File: src/rtl/rra_ram.sv
// Generic single-clock RAM with one write port and one registered read port.
// No dependencies.
module rra_ram #(
	parameter int WIDTH = 8,
	parameter int DEPTH = 16,
	localparam int AW = $clog2(DEPTH)
) (
	input  logic             clk,
	input  logic             we,
	input  logic [AW-1:0]    waddr,
	input  logic [WIDTH-1:0] wdata,
	input  logic             re,
	input  logic [AW-1:0]    raddr,
	output logic [WIDTH-1:0] rdata
);

	logic [WIDTH-1:0] mem [DEPTH];

	// A read of the address being written returns the old data; read data is registered and appears in the cycle after re.
	always_ff @(posedge clk) begin
		if (we) begin
			mem[waddr] <= wdata;
		end
		if (re) begin
			rdata <= mem[raddr];
		end
	end

endmodule

File: config.mk
export PLATFORM = sky130hd
export DESIGN_NAME = rra_ram
export DESIGN_NICKNAME = d
export VERILOG_FILES = /design/src/rtl/rra_ram.sv
export SDC_FILE = /design/constraint.sdc
export NUM_CORES = 1
export LEC_CHECK = 0
export BUFFER_PORTS_ARGS = -buffer_cell sky130_fd_sc_hd__buf_2
export CAP_MARGIN = 20
export CORE_MARGIN = 3
export CORE_UTILIZATION = 45
export DETAILED_ROUTE_END_ITERATION = 7
export PLACE_DENSITY = 0.6
export SETUP_SLACK_MARGIN = 0.1
export SYNTH_ARGS = -nofsm -noshare
export SYNTH_HDL_FRONTEND = slang
export SYNTH_SLANG_ARGS = --single-unit
File: constraint.sdc
create_clock -name clk -period 2.1 [get_ports clk]
set_input_delay 0.21 -clock clk [delete_from_list [all_inputs] [get_ports clk]]
set_output_delay 0.21 -clock clk [all_outputs]
set_load 0.005 [all_outputs]
==> results_dict.tcl <==
set metrics [dict create \
    rows 38 \
    grt_pass1_wl_um 15400 \
    nets 306 \
    synth.distinct_cells 18 \
    power_frac_clock_pct 47.6 \
    cts_buffer_depth 2 \
    grt_use_met3_pct 3.77 \
    clk_latency_ns 0.41 \
    setup_viol 0 \
    cts-root-buf "clkbuf_16" \
    holdPathStages 1 \
    grt_busiest_layer "met2" \
    worstSetupPathType "flip-flop to flip-flop" \
    cts_hold_buf 0 \
    grt_usage_pct 16.8 \
    io_pins 27 \
    critPathMaxStageDelay_ns 0.51 \
    grt_antenna_before_repair 0 \
    p_int_mw 5.17 \
    dp_cells 408 \
    syn_avg_cell_area_um2 22.8 \
    tns_ns 0 \
    chipHeight_um 114 \
    gr-usage-met2_pct 25.6 \
    n_antenna_cell 0 \
    path_cells "mux4_1 > a22oi_1 > nand2_1" \
    cts.sinks 136 \
    drt_iter0_markers 139 \
    rsz0062_at_grt "false" \
    fp.dieW_um 114 \
    cts_max_level 4 \
    critPathRequiredTime_ns 2.25 \
    clock.fmax_mhz 656 \
    via_per_inst 5.61 \
    vias 2467 \
    final_cells 440 \
    rr_worst_depth 3 \
    dpl_cell_area_um2 5660 \
    drive_gt1_share_pct 32.0 \
    swShare_pct 19.3 \
    post-route-period-util_pct 72.6 \
    fin_util_pct 56.6 \
    grt_pass1_vias 2552 \
    maxSlewHeadroom_pct 59.5 \
    io_buffers 26 \
    synthCells 229 \
    cp_max_fo 1 \
    drcViolationCount 0 \
    cts_setup_buffers 0 \
    clock_skew_ns 0.00880 \
    cts_buffers 17 \
    core_um2 11100 \
    pwr-share-seq_pct 48.0 \
    dp_hpwl_um 6300 \
    grtUsageMet1_pct 24.0 \
    syn-num-nets 248 \
    drv_slew 0 \
    synth-seq-cells 136 \
    synthesis.area_um2 5230 \
    initial_core_util_pct 47.2 \
    finalCriticalPeriod_ns 1.52 \
    ys_seq_area_share_pct 78.1 \
    wl_um 9830 \
    die-area_um2 12900 \
    drt_first_pass_iters 4 \
    path_buf_inv 0 \
    power_density_nw_per_um2 1020 \
    grt-ovfl-total 0 \
    routedWlPerCell_um 22.3 \
    ir_drop_mv 0.547 \
    p_comb_share_pct 4.4 \
    fill_cells 825 \
    crit_cells 3 \
    gp_congestion 0.755 \
    switchingPower_mw 1.23 \
    cp-end-kind "flip-flop" \
    cp-start-kind "flip-flop" \
    power.leakage_nw 2.14 \
    syn_to_final_growth_pct 19.9 \
    critPathSlowestCell "mux4_1" \
    crit_family "multiplexers" \
    yosys_warnings 0 \
    cts_tree "built" \
    min_path_type "input pin to flip-flop" \
    maxCapViolCount 0 \
    hold_viol 0 \
    ant_nets 0 \
    grt_max_degree 33 \
    worst_pin_slew_ns 0.605 \
    clkTransAtPathRegs_ns 0.06 \
    fin_total_pwr_mw 6.40 \
    outcome "complete, no violations" \
    post_cts_resized 0 \
    crit_arrival_ns 1.67 \
    final_area_um2 6270 \
]
## flip-flops by register name (all words and copies together), names as in the netlist
name / cells
mem: 128
rdata: 8
## cell usage in the layout, fill, tap and decap left out
cell / n
clkinvlp_4: 2
inv_6: 1
nand2b_1: 2
nor2b_1: 1
buf_4: 20
mux4_2: 18
buf_2: 26
nand3_1: 1
nor3_1: 4
mux4_1: 14
a22oi_1: 16
clkinv_2: 2
clkbuf_1: 3
clkbuf_16: 17
edfxtp_1: 136
clkinv_4: 2
buf_12: 3
and2b_1: 1
bufinv_16: 4
nand2_1: 9
and2_1: 1
or3b_2: 1
clkinv_1: 1
nor2_1: 13
nand3b_1: 2
## power groups by stage
stage / logic (mW) / registers [mW] / clock network [mW]
4_1_cts: 0.287 / 3.08 / 3.10
5_1_grt: 0.308 / 3.08 / 3.23
3_3_place_gp: 0.282 / 3.13 / 0
2_1_floorplan: 0.154 / 3.13 / 0
3_5_place_dp: 0.286 / 3.13 / 0
6_report: 0.281 / 3.07 / 3.05
## kinds of logic (layout without fill, tap and decap cells)
| family | count (synthesis) | after routing | synth area share (%) |
|---|---|---|---|
| flip-flops | 136 | 136 | 78.1 |
| AND/OR/NAND/NOR | 35 | 35 | 3.14 |
| multiplexers | 32 | 32 | 14.8 |
| AO/OA/AOI/OAI | 16 | 16 | 2.30 |
| buffers and inverters | 10 | 81 | 1.65 |
## routing by layer
layer  wire length, µm  vias to the layer above  share of wire, %
met5                 0                        -                 0
met4               157                        0               1.6
met3               434                       12               4.4
met2              4760                       71                48
met1              4480                     1286                46
li1                  -                     1098                 -
## cell usage after synthesis (all sizes together)
master,count,area [µm²]
mux4,32,773
edfxtp,136,4080
buf,7,56.3
clkdlybuf4s25,3,30.0
nand2b,2,12.5
nor3,4,20.0
nand2,9,33.8
nand3b,2,15.0
and2,1,6.26
or3b,1,8.76
nor2b,1,6.26
nor2,13,48.8
a22oi,16,120
and2b,1,7.51
nand3,1,5.00
## area by class of cell
type | instances | area (µm²) | area share (%)
multi-input combinational | 83 | 1060 | 16.9
clock buffer | 20 | 437 | 6.97
sequential | 136 | 4080 | 65.1
tap | 140 | 175 | 2.79
timing repair buffer | 49 | 340 | 5.43
clock inverter | 12 | 175 | 2.79
## path summary, 6_finish.rpt
check,start,to,slack [ns]
hold / removal,wdata[5],mem[5][5],0.19
setup reg to reg,mem[1][1],rdata[1],0.58
setup / recovery,mem[1][1],rdata[1],0.58
hold reg to reg,mem[14][3],rdata[3],0.75
## stage by stage
stage          hold slack (ns)  setup WS, ns
6_report                 0.189         0.575
5_1_grt                  0.183         0.536
4_1_cts                  0.180         0.570
3_5_place_dp             0.604         0.295
3_3_place_gp             0.593         0.304
2_1_floorplan            0.309         0.397
(Power assumes the default switching activity.)
