**src/rtl/rra_pkg.sv**
```systemverilog
// Shared types, constants and helper functions of the rectangle region allocator.
// Used by the sequencer core and by the top level; no dependencies of its own.
package rra_pkg;

	// Table geometry.
	localparam int MAX_ENTRIES = 64;
	localparam int IDX_W       = $clog2(MAX_ENTRIES);
	localparam int CNT_W       = $clog2(MAX_ENTRIES + 1);

	// Merge neighbor list.
	localparam int ADJ_MAX = 4;
	localparam int ADJ_W   = $clog2(ADJ_MAX + 1);
	localparam int ADJ_IW  = $clog2(ADJ_MAX);

	// Field widths.
	localparam int ID_W   = 16;
	localparam int DIM_W  = 15;
	localparam int POS_W  = 16;
	localparam int OFS_W  = 14;
	localparam int AREA_W = 2 * DIM_W;

	localparam logic [DIM_W-1:0] DIM_MAX   = 15'd16384;
	localparam logic [DIM_W-1:0] DIM_RESET = 15'd1024;
	localparam logic [DIM_W:0]   SLACK     = 16'd2;

	// Operation codes.
	localparam logic OP_ALLOC = 1'b0;
	localparam logic OP_FREE  = 1'b1;

	// Configuration register indexes.
	localparam logic CFG_ATLAS_W = 1'b0;
	localparam logic CFG_ATLAS_H = 1'b1;

	typedef enum logic [1:0] {
		STS_OK    = 2'd0,
		STS_NOFIT = 2'd1,
		STS_FULL  = 2'd2,
		STS_NOID  = 2'd3
	} status_t;

	typedef struct packed {
		logic [POS_W-1:0] x;
		logic [POS_W-1:0] y;
		logic [DIM_W-1:0] w;
		logic [DIM_W-1:0] h;
	} rect_t;

	typedef struct packed {
		logic [ID_W-1:0]  owner;
		logic [POS_W-1:0] x;
		logic [POS_W-1:0] y;
		logic [DIM_W-1:0] w;
		logic [DIM_W-1:0] h;
	} entry_t;

	localparam int ENTRY_W = $bits(entry_t);

	// Table memory access from the core.
	typedef struct packed {
		logic             we;
		logic [IDX_W-1:0] waddr;
		entry_t           wdata;
		logic             re;
		logic [IDX_W-1:0] raddr;
	} ram_req_t;

	// Atlas size and the reinitialize strobe.
	typedef struct packed {
		logic [DIM_W-1:0] atlas_w;
		logic [DIM_W-1:0] atlas_h;
		logic             reinit;
	} cfg_t;

	typedef struct packed {
		status_t          status;
		logic [OFS_W-1:0] x;
		logic [OFS_W-1:0] y;
		logic [DIM_W-1:0] w;
		logic [DIM_W-1:0] h;
	} result_t;

	// Saturate a grown dimension at the largest atlas side.
	function automatic logic [DIM_W-1:0] sat_dim(input logic [DIM_W:0] v);
		logic [DIM_W-1:0] r;
		r = (v > {1'b0, DIM_MAX}) ? DIM_MAX : v[DIM_W-1:0];
		return r;
	endfunction

	function automatic rect_t ent_rect(input entry_t e);
		rect_t r;
		r.x = e.x;
		r.y = e.y;
		r.w = e.w;
		r.h = e.h;
		return r;
	endfunction

	// True when rectangle p shares a full edge with rectangle m.
	function automatic logic touches(input rect_t p, input rect_t m);
		logic [POS_W:0] pxe;
		logic [POS_W:0] pye;
		logic [POS_W:0] mxe;
		logic [POS_W:0] mye;
		logic           r;
		pxe = {1'b0, p.x} + {2'b00, p.w};
		pye = {1'b0, p.y} + {2'b00, p.h};
		mxe = {1'b0, m.x} + {2'b00, m.w};
		mye = {1'b0, m.y} + {2'b00, m.h};
		if (pxe == {1'b0, m.x} || {1'b0, p.x} == mxe) begin
			r = (p.y == m.y) && (p.h == m.h);
		end else if (pye == {1'b0, m.y} || {1'b0, p.y} == mye) begin
			r = (p.x == m.x) && (p.w == m.w);
		end else begin
			r = 1'b0;
		end
		return r;
	endfunction

endpackage

```
**src/rtl/rra_core.sv**
```systemverilog
// Sequencer of the rectangle region allocator: scans, splits, merges and compacts
// the rectangle table held in the external RAM. Depends on rra_pkg.
module rra_core import rra_pkg::*; (
	input  logic             clk,
	input  logic             arst_n,
	input  cfg_t             cfg,
	input  logic             in_valid,
	output logic             in_stall,
	input  logic             operation,
	input  logic [ID_W-1:0]  texture_id,
	input  logic [DIM_W-1:0] req_width,
	input  logic [DIM_W-1:0] req_height,
	output ram_req_t         ram_req,
	input  entry_t           ram_rdata,
	output logic             res_valid,
	input  logic             res_ready,
	output result_t          res
);

	typedef enum logic [9:0] {
		S_IDLE   = 10'b0000000001,
		S_ASCAN  = 10'b0000000010,
		S_AFIT   = 10'b0000000100,
		S_ARIGHT = 10'b0000001000,
		S_ABOT   = 10'b0000010000,
		S_FFIND  = 10'b0000100000,
		S_FADJ   = 10'b0001000000,
		S_FMERGE = 10'b0010000000,
		S_FPACK  = 10'b0100000000,
		S_DONE   = 10'b1000000000
	} state_t;

	state_t            state_q;
	logic              init_q;
	logic [CNT_W-1:0]  cnt_q;
	logic [CNT_W-1:0]  rd_q;
	logic [CNT_W-1:0]  k_q;
	logic              found_q;
	logic [ADJ_W-1:0]  nadj_q;
	logic [ADJ_W-1:0]  mj_q;

	// Read pipeline: stage 1 is RAM output, stage 2 holds the area product.
	logic              rv_s1;
	logic [IDX_W-1:0]  ri_s1;
	logic              v_s2;
	logic              fit_s2;
	logic [AREA_W-1:0] area_s2;
	entry_t            e_s2;
	logic [IDX_W-1:0]  i_s2;

	logic [ID_W-1:0]   id_q;
	logic [DIM_W-1:0]  rw_q;
	logic [DIM_W-1:0]  rh_q;
	entry_t            best_q;
	logic [AREA_W-1:0] best_area_q;
	logic [IDX_W-1:0]  bidx_q;
	rect_t             node_q;
	logic [IDX_W-1:0]  nidx_q;
	rect_t             cur_q;
	rect_t             adj_q [ADJ_MAX];
	logic [IDX_W-1:0]  adj_idx_q [ADJ_MAX];
	result_t           res_q;

	logic              accept;
	logic              issue;
	logic              bad_size;
	logic              fit1;
	logic [AREA_W-1:0] area1;
	logic              better;
	logic              scan_a_done;
	logic              find_hit;
	logic              find_done;
	logic              adj_hit;
	logic              adj_done;
	logic              pack_done;
	logic              gone;
	logic              split;
	logic              full;
	logic              right_wide;
	logic [DIM_W-1:0]  sx;
	logic [DIM_W-1:0]  sy;
	logic [CNT_W-1:0]  need;
	rect_t             adj_sel;
	rect_t             merged;
	entry_t            right_e;
	entry_t            bot_e;

	assign accept   = in_valid && !in_stall;
	assign in_stall = (state_q != S_IDLE) || init_q;

	// Read issue for the four table passes.
	always_comb begin
		case (state_q)
			S_ASCAN, S_FPACK: issue = rd_q < cnt_q;
			S_FFIND:          issue = (rd_q < cnt_q) && !found_q;
			S_FADJ:           issue = (rd_q < cnt_q) && (nadj_q < ADJ_W'(ADJ_MAX));
			default:          issue = 1'b0;
		endcase
	end

	assign bad_size = (req_width == '0) || (req_height == '0) ||
		(req_width > cfg.atlas_w) || (req_height > cfg.atlas_h);

	// Best area fit pass.
	assign fit1  = (ram_rdata.owner == '0) && (ram_rdata.w >= rw_q) && (ram_rdata.h >= rh_q);
	assign area1 = AREA_W'(ram_rdata.w) * AREA_W'(ram_rdata.h);
	assign better = v_s2 && fit_s2 && (!found_q || (area_s2 < best_area_q));
	assign scan_a_done = (rd_q >= cnt_q) && !rv_s1 && !v_s2;

	// Lookup and neighbor passes.
	assign find_hit  = rv_s1 && !found_q && (ram_rdata.owner == id_q);
	assign find_done = (found_q || (rd_q >= cnt_q)) && !rv_s1;
	assign adj_hit   = rv_s1 && (nadj_q < ADJ_W'(ADJ_MAX)) && (ri_s1 != nidx_q) &&
		(ram_rdata.owner == '0) && touches(ent_rect(ram_rdata), node_q);
	assign adj_done  = ((rd_q >= cnt_q) || (nadj_q == ADJ_W'(ADJ_MAX))) && !rv_s1;
	assign pack_done = (rd_q >= cnt_q) && !rv_s1;

	// Entries absorbed by the merge are dropped during compaction.
	always_comb begin
		gone = 1'b0;
		for (int j = 0; j < ADJ_MAX; j++) begin
			if ((ADJ_W'(j) < nadj_q) && (adj_idx_q[j] == ri_s1)) begin
				gone = 1'b1;
			end
		end
	end

	// Split decision on the chosen rectangle.
	assign sx         = best_q.w - rw_q;
	assign sy         = best_q.h - rh_q;
	assign split      = ({1'b0, best_q.w} > ({1'b0, rw_q} + SLACK)) ||
		({1'b0, best_q.h} > ({1'b0, rh_q} + SLACK));
	assign need       = CNT_W'(sx != '0) + CNT_W'(sy != '0);
	assign full       = split &&
		(({1'b0, cnt_q} + {1'b0, need}) > (CNT_W + 1)'(MAX_ENTRIES));
	assign right_wide = sx > sy;

	always_comb begin
		right_e.owner = '0;
		right_e.x     = best_q.x + POS_W'(rw_q);
		right_e.y     = best_q.y;
		right_e.w     = sx;
		right_e.h     = right_wide ? best_q.h : rh_q;
		bot_e.owner   = '0;
		bot_e.x       = best_q.x;
		bot_e.y       = best_q.y + POS_W'(rh_q);
		bot_e.w       = right_wide ? rw_q : best_q.w;
		bot_e.h       = sy;
	end

	// One neighbor folded into the freed rectangle per cycle.
	assign adj_sel = adj_q[mj_q[ADJ_IW-1:0]];
	always_comb begin
		merged = cur_q;
		if (adj_sel.x < cur_q.x) begin
			merged.x = adj_sel.x;
			merged.w = sat_dim({1'b0, cur_q.w} + {1'b0, adj_sel.w});
		end else if (adj_sel.x > cur_q.x) begin
			merged.w = sat_dim({1'b0, cur_q.w} + {1'b0, adj_sel.w});
		end else if (adj_sel.y < cur_q.y) begin
			merged.y = adj_sel.y;
			merged.h = sat_dim({1'b0, cur_q.h} + {1'b0, adj_sel.h});
		end else if (adj_sel.y > cur_q.y) begin
			merged.h = sat_dim({1'b0, cur_q.h} + {1'b0, adj_sel.h});
		end
	end

	// Table memory requests.
	always_comb begin
		ram_req.we    = 1'b0;
		ram_req.waddr = '0;
		ram_req.wdata = '0;
		ram_req.re    = issue;
		ram_req.raddr = rd_q[IDX_W-1:0];
		case (state_q)
			S_IDLE: begin
				if (init_q) begin
					ram_req.we      = 1'b1;
					ram_req.wdata.w = cfg.atlas_w;
					ram_req.wdata.h = cfg.atlas_h;
				end
			end
			S_AFIT: begin
				if (!full) begin
					ram_req.we          = 1'b1;
					ram_req.waddr       = bidx_q;
					ram_req.wdata.owner = id_q;
					ram_req.wdata.x     = best_q.x;
					ram_req.wdata.y     = best_q.y;
					ram_req.wdata.w     = split ? rw_q : best_q.w;
					ram_req.wdata.h     = split ? rh_q : best_q.h;
				end
			end
			S_ARIGHT: begin
				ram_req.we    = 1'b1;
				ram_req.waddr = cnt_q[IDX_W-1:0];
				ram_req.wdata = right_e;
			end
			S_ABOT: begin
				ram_req.we    = 1'b1;
				ram_req.waddr = cnt_q[IDX_W-1:0];
				ram_req.wdata = bot_e;
			end
			S_FPACK: begin
				if (rv_s1 && !gone) begin
					ram_req.we    = 1'b1;
					ram_req.waddr = k_q[IDX_W-1:0];
					if (ri_s1 == nidx_q) begin
						ram_req.wdata = {{ID_W{1'b0}}, cur_q};
					end else begin
						ram_req.wdata = ram_rdata;
					end
				end
			end
			default: begin
				ram_req.we = 1'b0;
			end
		endcase
	end

	// Sequencer control.
	always_ff @(posedge clk or negedge arst_n) begin
		if (!arst_n) begin
			state_q <= S_IDLE;
			init_q  <= 1'b1;
			cnt_q   <= CNT_W'(1);
			rd_q    <= '0;
			k_q     <= '0;
			found_q <= 1'b0;
			nadj_q  <= '0;
			mj_q    <= '0;
			rv_s1   <= 1'b0;
			v_s2    <= 1'b0;
		end else begin
			rv_s1 <= issue;
			v_s2  <= rv_s1 && (state_q == S_ASCAN);
			if (issue) begin
				rd_q <= rd_q + CNT_W'(1);
			end
			if (cfg.reinit) begin
				init_q <= 1'b1;
			end else if (state_q == S_IDLE) begin
				init_q <= 1'b0;
			end
			case (state_q)
				S_IDLE: begin
					if (init_q) begin
						cnt_q <= CNT_W'(1);
					end
					if (accept) begin
						rd_q    <= '0;
						found_q <= 1'b0;
						nadj_q  <= '0;
						if (texture_id == '0) begin
							state_q <= S_DONE;
						end else if (operation == OP_FREE) begin
							state_q <= S_FFIND;
						end else if (bad_size) begin
							state_q <= S_DONE;
						end else begin
							state_q <= S_ASCAN;
						end
					end
				end
				S_ASCAN: begin
					if (better) begin
						found_q <= 1'b1;
					end
					if (scan_a_done) begin
						state_q <= found_q ? S_AFIT : S_DONE;
					end
				end
				S_AFIT: begin
					if (!split || full) begin
						state_q <= S_DONE;
					end else if (sx != '0) begin
						state_q <= S_ARIGHT;
					end else begin
						state_q <= S_ABOT;
					end
				end
				S_ARIGHT: begin
					cnt_q   <= cnt_q + CNT_W'(1);
					state_q <= (sy != '0) ? S_ABOT : S_DONE;
				end
				S_ABOT: begin
					cnt_q   <= cnt_q + CNT_W'(1);
					state_q <= S_DONE;
				end
				S_FFIND: begin
					if (find_hit) begin
						found_q <= 1'b1;
					end
					if (find_done) begin
						rd_q    <= '0;
						state_q <= found_q ? S_FADJ : S_DONE;
					end
				end
				S_FADJ: begin
					if (adj_hit) begin
						nadj_q <= nadj_q + ADJ_W'(1);
					end
					if (adj_done) begin
						mj_q    <= '0;
						state_q <= S_FMERGE;
					end
				end
				S_FMERGE: begin
					if (mj_q < nadj_q) begin
						mj_q <= mj_q + ADJ_W'(1);
					end else begin
						rd_q    <= '0;
						k_q     <= '0;
						state_q <= S_FPACK;
					end
				end
				S_FPACK: begin
					if (rv_s1 && !gone) begin
						k_q <= k_q + CNT_W'(1);
					end
					if (pack_done) begin
						cnt_q   <= k_q;
						state_q <= S_DONE;
					end
				end
				S_DONE: begin
					if (res_ready) begin
						state_q <= S_IDLE;
					end
				end
				default: begin
					state_q <= S_IDLE;
				end
			endcase
		end
	end

	// Working data and result.
	always_ff @(posedge clk) begin
		ri_s1   <= rd_q[IDX_W-1:0];
		fit_s2  <= fit1;
		area_s2 <= area1;
		e_s2    <= ram_rdata;
		i_s2    <= ri_s1;
		case (state_q)
			S_IDLE: begin
				if (accept) begin
					id_q    <= texture_id;
					rw_q    <= req_width;
					rh_q    <= req_height;
					res_q.x <= '0;
					res_q.y <= '0;
					res_q.w <= '0;
					res_q.h <= '0;
					if (texture_id == '0) begin
						res_q.status <= STS_NOID;
					end else if ((operation == OP_ALLOC) && bad_size) begin
						res_q.status <= STS_NOFIT;
					end else begin
						res_q.status <= STS_OK;
					end
				end
			end
			S_ASCAN: begin
				if (better) begin
					best_q      <= e_s2;
					bidx_q      <= i_s2;
					best_area_q <= area_s2;
				end
				if (scan_a_done && !found_q) begin
					res_q.status <= STS_NOFIT;
				end
			end
			S_AFIT: begin
				if (full) begin
					res_q.status <= STS_FULL;
				end else begin
					res_q.x <= best_q.x[OFS_W-1:0];
					res_q.y <= best_q.y[OFS_W-1:0];
					res_q.w <= split ? rw_q : best_q.w;
					res_q.h <= split ? rh_q : best_q.h;
				end
			end
			S_FFIND: begin
				if (find_hit) begin
					node_q <= ent_rect(ram_rdata);
					cur_q  <= ent_rect(ram_rdata);
					nidx_q <= ri_s1;
				end
				if (find_done && !found_q) begin
					res_q.status <= STS_NOID;
				end
			end
			S_FADJ: begin
				if (adj_hit) begin
					adj_q[nadj_q[ADJ_IW-1:0]]     <= ent_rect(ram_rdata);
					adj_idx_q[nadj_q[ADJ_IW-1:0]] <= ri_s1;
				end
			end
			S_FMERGE: begin
				if (mj_q < nadj_q) begin
					cur_q <= merged;
				end
			end
			default: begin
				cur_q <= cur_q;
			end
		endcase
	end

	assign res_valid = (state_q == S_DONE) && res_ready;
	assign res       = res_q;

endmodule

```
**config.mk**
```make
export PLATFORM = sky130hd
export DESIGN_NAME = rra_core
export DESIGN_NICKNAME = d
export VERILOG_FILES = /design/src/rtl/rra_pkg.sv /design/src/rtl/rra_core.sv
export SDC_FILE = /design/constraint.sdc
export NUM_CORES = 2
export LEC_CHECK = 0
export ABC_AREA = 1
export BUFFER_PORTS_ARGS = -buffer_cell sky130_fd_sc_hd__buf_2
export CAP_MARGIN = 30
export CORE_MARGIN = 1.5
export CORE_UTILIZATION = 55
export DETAILED_ROUTE_END_ITERATION = 8
export GPL_TIMING_DRIVEN = 0
export PLACE_DENSITY = 0.84
export RECOVER_POWER = 25
export SYNTH_ARGS = -nofsm -noshare
export SYNTH_HDL_FRONTEND = slang
export SYNTH_SLANG_ARGS = --single-unit
```
**constraint.sdc**
```tcl
create_clock -name clk -period 6.35 [get_ports clk]
set_input_delay 0.635 -clock clk [delete_from_list [all_inputs] [get_ports clk]]
set_output_delay 0.635 -clock clk [all_outputs]
set_load 0.03 [all_outputs]
```
==> flow_summary_export.csv <==
group,metric,value,unit
timing,setup_slack,100,ps
setup_path,timing.critical_path.from_type,"flop",
clocking,cts_root_buffer,"clkbuf_16",
cells_and_area,areaGrowthSynthToFinish,13.4,%
floorplanning,floorplan.die_area,96300,µm²
route,post_drt_wl_per_cell,22.8,µm
yosys,netlist_area,51900,µm²
setup_path,worst_path_max_delay_cell,"o211ai_1",
floorplanning,die-width,310,µm
timing,slew_violations,0,
cells_and_area,post_layout_net_count,7165,
route,detailroute.via_count,45800,
power,finalPower,21000,µW
yosys,yosys_warnings,0,
power,vdd.ir_drop.worst,0.000674,V
placement,pre_cts_slack,-1460,ps
power,cellLeakagePower,0.0273,µW
power,net_switching_power,8860,µW
timing,hold_violations,0,
timing,max_slew_margin,23.8,%
grt,grt_first_pass_wirelength,259000,µm
power,cellInternalPower,12100,µW
timing,setup_total_negative_slack,0,ps
job,cap_violations,0,
setup_path,critPathRequiredTime,5710,ps
setup_path,worst_ep_arrival_time,5610,ps
setup_path,worst_setup_path_end_kind,"output pin",
yosys,syn_area_per_cell,8.67,µm²
route,detail_route.wirelength,177000,µm
grt,grt_max_degree,63,
power,switching_share,42.3,%
clocking,tritoncts,"done",
floorplanning,initial_standard_cell_utilization_of_the_core,55.5,%
timing,final_min_period_over_clock_period,98.4,%
setup_path,timing_worst_setup_path_type,"flop to output pin",
placement,gp_weighted_congestion,1.06,
setup_path,worst_path_largest_cell_delay,470,ps
yosys,syn-num-nets,6750,
placement,portBuffers,313,
floorplanning,die_height,310,µm
clocking,clk_latency,690,ps
floorplanning,ios,314,
setup_path,critical-path-top-delay-family,"simple AND/OR/NAND/NOR gates",
min_path,timing.hold.worst.class,"input pin to flop",
cells_and_area,post_route_cells_drive_above_1_share,9.90,%
route,ant_nets,0,
timing,worst_pin_slew,1140,ps
clocking,cts-htree-levels,3,
clocking,tritoncts_num_sinks,752,
timing,max_freq,160,MHz
floorplanning,std_cell_rows,112,
clocking,max-clock-path-buffers,3,
yosys,synth_edf_count,606,
route,drt_iter0_drc,5703,
grt,via_count_of_the_first_global_routing_pass,44200,
cells_and_area,filler_cell_count,7742,
clocking,cts-buffers-inserted,78,
timing,final_setup_vio_count,0,
yosys,netlist-cell-type-count,75,
setup_path,cp.buffers_inverters,2,
yosys,seq_area_frac_synth,41.1,%
route,drt-pass1-iter-count,8,
timing,skew,45.4,ps
yosys,synthesis.instances,5986,
floorplanning,core-area,93500,µm²
power,seqPwrFrac,30.4,%
grt,overflow,0,
timing,post-route-min-period,6250,ps
yosys,synthFlopType,"edfxtp_1",
outcome,run_status,"completed",
yosys,asyncSetResetFlopFracSynth,5.45,%
grt,grt_antenna_before_repair,15,
clocking,worst_setup_hold_path_clk_slew,60,ps
yosys,synth_seq_cells,752,
power,power_density_over_cell_area,356,nW/µm²
power,clockPowerShare,23.4,%
grt,track_usage,36.1,%
route,drcViolationCount,0,
setup_path,timing.critical_path.fanout_max,7,
placement,placed_wire_length_estimate,137000,µm
power,combPwrFrac,46.2,%
route,vias_per_cell,5.93,
setup_path,cp_cell_sequence,"ha_1 > fa_1 > nand3b_1 > nand2_2 > a21oi_4 > o21ai_1 > xnor2_2 > nand4_1 > nor2_4 > nand3_4 > fa_2 > ha_4 > xor2_1 > nor4_1 > nand3_1 > nand2_1 > nand2_2 > nand2_4 > nand2_8 > nand2_8 > inv_4 > o211ai_1 > buf_4",
-- synthesized netlist by cell type, types with 17 or more instances --
master	instances	area [µm²]
inv_2	23	86.3
dfxtp_1	105	2100
nand3b_1	20	150
a31oi_1	17	106
fa_1	180	3600
edfxtp_1	606	18200
nand2_1	1377	5170
xnor2_1	90	788
a21oi_1	248	1240
nor2_1	468	1760
o21ai_0	307	1540
dfrtp_1	38	951
o21ai_1	22	110
nand4_1	88	551
inv_1	926	3480
or2_2	19	119
buf_1	36	135
ha_1	424	5310
o22ai_1	80	500
xor2_1	157	1380
o211ai_1	67	503
nand3_1	254	1270
nor3_1	62	310
nor4_1	30	188
clkbuf_1	120	450
-- cell families (layout without fill, tap and decap cells) --
logic type | Yosys count | count (layout) | share of synthesized area [%]
AOI/OAI and AO/OA | 855 | 855 | 9.49
xor gates and xnor gates | 247 | 247 | 4.17
adders and majority gates | 604 | 604 | 17.2
buffers and inverters | 1137 | 1616 | 8.40
DFF | 752 | 752 | 41.1
muxes | 16 | 16 | 0.337
other | 0 | 13 | 0
and+or+nand+nor | 2375 | 2375 | 19.4
-- power by group through the flow --
| stage | clock, µW | combinational [µW] | sequential [µW] |
|---|---|---|---|
| after floorplan | 0 | 6220 | 6800 |
| after global placement | 0 | 8930 | 6500 |
| after detailed placement | 0 | 9220 | 6490 |
| after CTS | 4890 | 9390 | 6360 |
| after global routing | 5090 | 10600 | 6420 |
| final | 4900 | 9690 | 6370 |
-- per-layer routing --
layer / vias to the layer above / wire length, µm / GRT usage (%) / share of wire, %
li1: 20700 / - / - / -
met1: 21600 / 65800 / 45.6 / 37
met2: 2901 / 78600 / 56.2 / 45
met3: 643 / 20300 / 8.82 / 11
met4: 8 / 11900 / 22.0 / 6.7
met5: - / 52 / 0 / 0.029
-- stage by stage --
step | utilization (%) | hold WS [ps] | cell area (µm²) | cells
after floorplan | - | 339 | 51900 | 5986
after global placement | 58.9 | 386 | 55100 | 7553
after detailed placement | 59.4 | 389 | 55500 | 7572
after CTS | 62.4 | 136 | 58400 | 7703
after global routing | 63.0 | 141 | 58800 | 7726
final | 63.0 | 162 | 58900 | 7732
-- layout by cell type (no fill, tap or decap), types with 81 or more instances in the layout --
cell | netlist | final
nor2_1 | 468 | 462
dfxtp_1 | 105 | 105
edfxtp_1 | 606 | 606
clkbuf_16 | 0 | 81
xnor2_1 | 90 | 86
buf_2 | 16 | 223
ha_1 | 424 | 414
o21ai_0 | 307 | 304
fa_1 | 180 | 178
inv_1 | 926 | 916
clkbuf_1 | 120 | 162
nand4_1 | 88 | 88
xor2_1 | 157 | 152
nand3_1 | 254 | 252
nand2_1 | 1377 | 1370
a21oi_1 | 248 | 240
-- area by class of cell --
cell class | count | area [µm²] | share of cell area, %
Antenna cell | 13 | 32.5 | 0.0553
Clock buffer | 94 | 2070 | 3.52
Tap cell | 1254 | 1570 | 2.67
Inverter | 950 | 3580 | 6.08
Multi-Input combinational cell | 4097 | 26600 | 45.2
Buffer | 140 | 676 | 1.15
Timing Repair Buffer | 382 | 2360 | 4.01
Clock inverter | 50 | 632 | 1.07
Sequential cell | 752 | 21300 | 36.2
-- worst paths after layout --
| kind | cells past startpoint | slack, ps | end | from |
|---|---|---|---|---|
| max reg2reg | 25 | 910 | cur_q[23]$_DFFE_PP_ | mj_q[0]$_DFFE_PN0P_ |
| min reg2reg | 0 | 400 | best_q[23]$_DFFE_PP_ | e_s2[23]$_DFF_P_ |
| max in group asynchronous | 3 | 5350 | state_q[0]$_DFFE_PN1P_ | arst_n |
| min | 1 | 160 | id_q[14]$_DFFE_PP_ | texture_id[14] |
| min in group asynchronous | 2 | 430 | rd_q[0]$_DFF_PN0_ | arst_n |
| max | 23 | 100 | ram_req[64] | rh_q[0]$_DFFE_PP_ |
-- registers in the layout, summed over array words and instances, names as in the netlist, 7 cells and up --
| signal | cells |
|---|---|
| state_q | 10 |
| e_s2 | 62 |
| adj_idx_q | 24 |
| rw_q | 15 |
| k_q | 7 |
| rh_q | 15 |
| rd_q | 7 |
| best_area_q | 30 |
| id_q | 16 |
| res | 60 |
| best_q | 62 |
| cnt_q | 7 |
| area_s2 | 30 |
| cur_q | 62 |
| node_q | 62 |
| adj_q | 248 |
-- timing repair --
item	4_1_cts	5_1_grt
resized for setup	34	133
buffers inserted	22	25
hold buffers	1	0
hold endpoints to repair	13	0
pin swaps	7	28
setup endpoints to repair	99	83
gates cloned	0	2
(Power assumes the default switching activity.)
